### config.mk
export PLATFORM = sky130hd
export DESIGN_NAME = art_match
export DESIGN_NICKNAME = d
export VERILOG_FILES = /design/src/design/art_pkg.sv /design/src/design/art_match.sv
export SDC_FILE = /design/constraint.sdc
export NUM_CORES = 1
export LEC_CHECK = 0
export BUFFER_PORTS_ARGS = -buffer_cell sky130_fd_sc_hd__buf_2
export CELL_PAD_IN_SITES_DETAIL_PLACEMENT = 0
export CELL_PAD_IN_SITES_GLOBAL_PLACEMENT = 1
export CORE_MARGIN = 2
export CORE_UTILIZATION = 33
export DETAILED_ROUTE_END_ITERATION = 10
export PLACE_DENSITY_LB_ADDON = 0.1
export REMOVE_ABC_BUFFERS = 1
export SETUP_SLACK_MARGIN = 0.15
export SYNTH_ARGS = -nofsm -noshare
export SYNTH_HDL_FRONTEND = slang
export SYNTH_SLANG_ARGS = --single-unit
### constraint.sdc
create_clock -name vclk -period 4.82
set_input_delay 0.241 -clock vclk [all_inputs]
set_output_delay 0.241 -clock vclk [all_outputs]
set_load 0.05 [all_outputs]
### src/design/art_pkg.sv
`default_nettype none
// ----------------------------------------------------------------------------
// art_pkg
// Shared types and constants for the address region table.
// ----------------------------------------------------------------------------
package art_pkg;

    localparam int CAPACITY  = 4096;
    localparam int ADDR_BITS = 48;
    localparam int END_BITS  = ADDR_BITS + 1;
    localparam int IDX_BITS  = $clog2(CAPACITY);
    localparam int CNT_BITS  = $clog2(CAPACITY + 1);

    typedef enum logic [1:0] {
        OP_REGISTER   = 2'd0,
        OP_UNREGISTER = 2'd1,
        OP_QUERY      = 2'd2,
        OP_NONE       = 2'd3
    } t_op;

    typedef struct packed {
        logic [ADDR_BITS-1:0] start_addr;
        logic [END_BITS-1:0]  end_addr;
    } t_entry;

endpackage : art_pkg
`default_nettype wire

### src/design/art_match.sv
`default_nettype none
// ----------------------------------------------------------------------------
// art_match
// Compares one stored region against the probe address: start equality for
// unregister, containment for the ownership query.
// ----------------------------------------------------------------------------
module art_match (
    input  art_pkg::t_op                     i_op,
    input  art_pkg::t_entry                  i_entry,
    input  logic [art_pkg::ADDR_BITS-1:0]    i_probe,
    output logic                             o_hit
);

    logic [art_pkg::END_BITS-1:0] probe_ext;
    logic                         start_eq;
    logic                         contains;

    assign probe_ext = {1'b0, i_probe};
    assign start_eq  = (i_entry.start_addr == i_probe);
    assign contains  = (i_probe >= i_entry.start_addr) && (probe_ext < i_entry.end_addr);

    always_comb begin
        case (i_op)
            art_pkg::OP_QUERY:      o_hit = contains;
            art_pkg::OP_UNREGISTER: o_hit = start_eq;
            default:                o_hit = 1'b0;
        endcase
    end

endmodule : art_match
`default_nettype wire
==> results.cfg <==
[power_and_ir_drop]
peakVddDrop_v = 0.0000273
p_leak_nw = 2.21
clockPowerShare_pct = 0
p_int_mw = 0.124
finalPower_mw = 0.244
switching_share_pct = 49.0
power_per_cell_area_mw_per_mm2 = 73.2
p_seq_share_pct = 0
p_sw_mw = 0.119
combPwrFrac_pct = 100.0

[cells_and_area]
final_util_pct = 45.9
clock_buffer_count = 0
register_area_um2 = 0
layout_commonest_cell = buf_2
antennaDiodeCount = 0
area_growth_pct = 35.1
final_cells = 588
drive_above_1_share_pct = 31.1
seq_cell_count = 0
nets = 735
finalInstanceArea_mm2 = 0.00333
layout_common_cells = 148 x buf_2, 98 x inv_1, 97 x ha_1

[logic_synthesis]
post_synth.cell_area_avg_um2 = 7.22
syn_area_mm2 = 0.00246
ys.warnings.count = 0
synth_top_area_share_pct = 49.3
synth_cell_types = 33
synthTopCellsByArea = ha_1 49%, inv_1 15%, a21o_1 6.4%, a21oi_1 6.3%, nand4_1 4.8%
yosysSeqAreaShare_pct = 0
synth_cells = 341
yosysTopAreaCell = ha_1

[sta]
worst_slew_pin_slew_ns = 0.620
min_period_ns = 2.60
finalCritPeriodShare_pct = 53.9
hold_slack_ns = 1.21
setup_viol_count_final = 0
slew_viol_final = 0
fmaxAchievable_mhz = 385
setup_tns_ns = 0
rsz0062_at_grt = false
finalHoldViolations = 0
slew_headroom_pct = 58.3
timing.final.ws_setup_ns = 2.22

[place]
dp_worst_setup_slack_ns = 2.21
place_hpwl_um = 6190
dpl-instance-area_mm2 = 0.00333
port_buffers = 148
gp_congestion = 0.786
place_inst = 588

[global_route]
grt_max_degree = 5
track_usage_pct = 15.2
overflow = 0
antenna_found_initial = 0
grt_first_pass_wirelength_um = 10900
grt_pass1_vias = 2692

[worst_setup_path]
cp.required_ns = 4.58
crit_path_end_kind = output port
crit_fanout = 2
path_class = in2out
cp-start-kind = input port
crit_arrival_ns = 2.36

[die]
die_y_um = 90.4
start_util_pct = 33.9
ios = 148
placementRows = 31
dieArea_mm2 = 0.00817
core_area_mm2 = 0.00725
die_x_um = 90.4

[routing]
drt_pass1_iterations = 4
wl_per_cell_um = 10.9
postRouteAntennaNets = 0
vias = 2677
via_per_inst = 4.55
first_iter_violations = 33
wirelength_um = 6430
route.detailed.drc = 0

[cts]
post_cts.repair.setup_buffers = 0
ctsHoldBuffers = 0
cts_resized = 0

[job]
cap_viol_max_count = 0

[worst_hold_path]
min_path_type = in2out

[status]
status = complete, no violations
==> path summary, 6_finish.rpt <==
kind	start	endpoint	cells after the start
worst max-delay path	i_entry[24]	o_hit	10
worst min-delay path	i_entry[48]	o_hit	5
==> per-layer routing <==
metal / global-route usage [%] / part of all wire [%]
met1: 20.8 / 48
met2: 27.4 / 46
met3: 1.17 / 6.1
met4: 0.256 / 0
met5: 0 / 0
==> synthesized netlist by cell type <==
cell type,count
inv_1,98
ha_1,97
a21oi_1,31
a21o_1,21
nand4_1,19
nand2_1,13
o21ai_0,12
nor2_1,9
nand3_1,5
nor4_1,5
o211ai_1,4
nor2b_1,3
a211oi_1,2
nor3b_1,2
o21ai_1,2
a211oi_2,1
a21boi_0,1
a21oi_2,1
a221o_1,1
a221oi_1,1
a22o_1,1
a31oi_1,1
a32oi_1,1
and2b_1,1
and4_1,1
nand4b_1,1
o221a_4,1
o22ai_1,1
o31a_1,1
o31ai_1,1
or2_2,1
or3_1,1
or4b_1,1
==> worst max-delay path, stage by stage <==
cell and delay [ns]:
buf_2 0.07, inv_1 0.03, ha_1 0.30, a21oi_2 0.14, o21ai_1 0.10, a22o_1 0.23, o31a_1 0.28, or4b_1 0.50
a32oi_1 0.15, buf_2 0.29
==> power by group through the flow <==
stage | clock network, mW | registers (mW) | logic (mW)
final | 0 | 0 | 0.244
after global routing | 0 | 0 | 0.286
after CTS | 0 | 0 | 0.248
after detailed placement | 0 | 0 | 0.245
after global placement | 0 | 0 | 0.244
after floorplan | 0 | 0 | 0.143
==> final cells by class <==
type,instances,area (µm²)
repair buffers,148,741
well taps,99,124
fillers,787,3930
inverters,98,368
multi-input cells,243,2090
==> kinds of logic after synthesis <==
group | Yosys count | share of synthesized area (%)
adder cells (fa/ha/maj) | 97 | 49.3
AO/OA/AOI/OAI | 84 | 22.0
buffers and inverters | 98 | 14.9
AND/OR/NAND/NOR | 62 | 13.8
(Power assumes the default switching activity.)
